<file path="config.mk">
export PLATFORM = sky130hd
export DESIGN_NAME = gitt_ram
export DESIGN_NICKNAME = d
export VERILOG_FILES = /design/src/rtl/gitt_ram.sv
export SDC_FILE = /design/constraint.sdc
export NUM_CORES = 1
export LEC_CHECK = 0
export ABC_AREA = 1
export BUFFER_PORTS_ARGS = -buffer_cell sky130_fd_sc_hd__buf_2
export CAP_MARGIN = 15
export CORE_UTILIZATION = 50
export DETAILED_ROUTE_END_ITERATION = 16
export PLACE_DENSITY = 0.68
export SYNTH_ARGS = -nofsm -noshare
export SYNTH_HDL_FRONTEND = slang
export SYNTH_SLANG_ARGS = --single-unit
</file>
<file path="constraint.sdc">
create_clock -name clk -period 2.5 [get_ports clk]
set_input_delay 0.25 -clock clk [delete_from_list [all_inputs] [get_ports clk]]
set_output_delay 0.25 -clock clk [all_outputs]
set_load 0.005 [all_outputs]
</file>
<file path="src/rtl/gitt_ram.sv">
// Generic single-write, single-read RAM with registered read data.
`timescale 1ns / 1ps
module gitt_ram #(
  parameter int WIDTH = 8,
  parameter int DEPTH = 32
) (
  input  logic                                           clk,
  input  logic                                           we,
  input  logic [((DEPTH > 1) ? $clog2(DEPTH) : 1)-1:0]  waddr,
  input  logic [WIDTH-1:0]                               wdata,
  input  logic [((DEPTH > 1) ? $clog2(DEPTH) : 1)-1:0]  raddr,
  output logic [WIDTH-1:0]                               rdata
);

  logic [WIDTH-1:0] mem [DEPTH];

  always_ff @(posedge clk) begin
    if (we) begin
      mem[waddr] <= wdata;
    end
    rdata <= mem[raddr];
  end

endmodule

</file>
==> results.ini <==
[final_layout]
layout_common_cells = 360 x nand2_1, 256 x edfxtp_1, 204 x nand3_1
syn2layout_area_growth_pct = 12.05
post-route-cell-area_um2 = 12090
fin_cells = 1257
finalNetCount = 981
layout_commonest_cell = nand2_1
drive_above_1_share_pct = 10.91

[synthesis]
avgSynthCellArea_um2 = 11.70
ys_warn_count = 0
synth_cells = 922
synth_cell_types = 12
synth-seq-cells = 264
synth_area_um2 = 10790
seq_area_frac_synth_pct = 72.75
synthesis.nets = 942

[global_route]
grt_overflow_total = 0
grt.busiest_layer = met2
track_usage_pct = 23.14
met1_usage_pct = 33.86
grtUsageMet3_pct = 3.364
grt_pass1_wl_mm = 38.43
grtUsageMet2_pct = 35.95
antenna_found_initial = 1
grt_max_degree = 129
grt_pass1_vias = 6708

[placed_design]
hpwl_mm = 14.13
pre_cts_ws_ps = 636.2
gp_congestion = 0.8143
dpl_cell_area_um2 = 11170
dp.cells = 1207
port_buffers = 27

[floorplan]
die_y_um = 148.9
die_x_um = 148.9
start_util_pct = 51.15
core_um2 = 21090
rows = 53
die_area_um2 = 22170
ios = 28

[route]
drtAntennaViolNets = 0
vias = 7006
drc = 0
first_pass_iters = 5
drtIter0Drc = 730
viasPerCell = 5.574
routed_wl_mm = 24.79
wl_per_cell_um = 19.72

[critical_path]
crit_fanout = 64
crit_type = input port to flip-flop
cpPeakStageDelay_ps = 620
startpoint_type = input port
startpoint = raddr[1]
crit_path_top_delay_cell = buf_4
cp.arrival_ps = 1760
path_cells = buf_2 > buf_4 > nand3_1 > nand3_1 > nand2_1 > nand2_1 > nand2_1 > nand2_1 > nand2_1
cp-end-kind = flip-flop
crit_required_ps = 2910
r2r-start = mem[13][3]
crit_cells = 9
path_buf_inv = 2
cp_top_family = simple AND/OR/NAND/NOR gates
crit_path_frequent_cell = nand2_1
r2r_cells = 8

[sta]
slew_violations = 0
rsz0062_at_grt = no
tightest_slew_ps = 825.5
timing.final.hold_violations = 0
whs_ps = 71.23
min_period_ps = 1354
tns_ps = 0
fin_crit_sh_pct = 54.17
finClkSkew_ps = 7.041
max_freq_mhz = 738.4
setup_viol = 0
timing.final.ws_setup_ps = 1146
relSlewSlack_pct = 44.97

[clock_tree]
clockBufferDepth = 3
cts_buffers = 27
clk_latency_ps = 530
cts.sinks = 264
cts_tree = built
clk_pin_slew_ps = 60
ctsHtreeMaxLevel = 1
cts_root_buf = clkbuf_16
post-cts-setup-buffers = 0
cts_resized = 0
ctsHoldBuffers = 0

[pwr]
powerDensity_nw_per_um2 = 795.0
p_leak_nw = 4.531
peakVddDrop_uv = 668.1

[run_status]
status = complete, no violations

[flow_run]
cap_violations = 0

[hold_path]
min_path_type = input port to flip-flop
hold_start = raddr[4]
holdPathStages = 3

state kept, by name (all words and copies together), names as in the netlist:
name and cells:
mem 256, rdata 8
cell families (layout without fill, tap and decap cells):
logic type | after synthesis | in the layout | synth area share (%)
buffers and inverters | 62 | 121 | 4.141
DFF | 264 | 264 | 72.75
other | 0 | 1 | 0
and+or+nand+nor | 596 | 596 | 23.11
metal layers:
layer,share of wire (%),vias to the layer above,wire (um)
met3,7.5,39,1856
met2,47,277,11730
met5,0,-,0
met1,43,3412,10760
met4,1.8,0,445
li1,-,3278,-
power by group:
part / switching [mW] / total [mW] / internal (mW) / leakage [nW]
registers: 0.0235 / 4.94 / 4.92 / 2.37
logic: 0.417 / 0.571 / 0.154 / 1.71
clock network: 1.61 / 4.09 / 2.48 / 0.450
total: 2.05 / 9.61 / 7.56 / 4.53
area by class of cell:
type	instances	area, um^2
diodes	1	2.502
clock buffers	35	735.7
clock inverters	14	175.2
fillers	1762	9001
inverters	10	38.79
multi-input cells	596	2492
flip-flops and latches	264	7848
well taps	275	344.1
repair buffers	62	450.4
cell usage after synthesis, drive strengths merged:
cell type / count / area (um^2)
inv: 10 / 37.54
dfxtp: 8 / 160.2
clkbuf: 7 / 26.28
nor2: 32 / 120.1
buf: 45 / 382.9
nand2: 360 / 1351
edfxtp: 256 / 7687
nand3: 204 / 1021
worst paths after layout:
kind	to	slack, ps
worst max-delay path	rdata[3]	1150
worst min-delay path	rdata[1]	70
worst max register to register	rdata[3]	1290
worst min register to register	rdata[4]	770
metrics by stage:
step	power (mW)	util [%]
2_1_floorplan	5.382	-
4_1_cts	9.666	57.30
6_report	9.609	57.32
3_3_place_gp	5.596	52.98
3_5_place_dp	5.608	52.98
5_1_grt	9.909	57.32
worst register-to-register path: stages (launching register included):
cell and delay (ps):
edfxtp_1 380, nand2_1 80, nand3_1 100, nand3_1 100, nand2_1 100, nand2_1 80
nand2_1 50, nand2_1 110, nand2_1 90
Power figures use the tool's default switching activity.
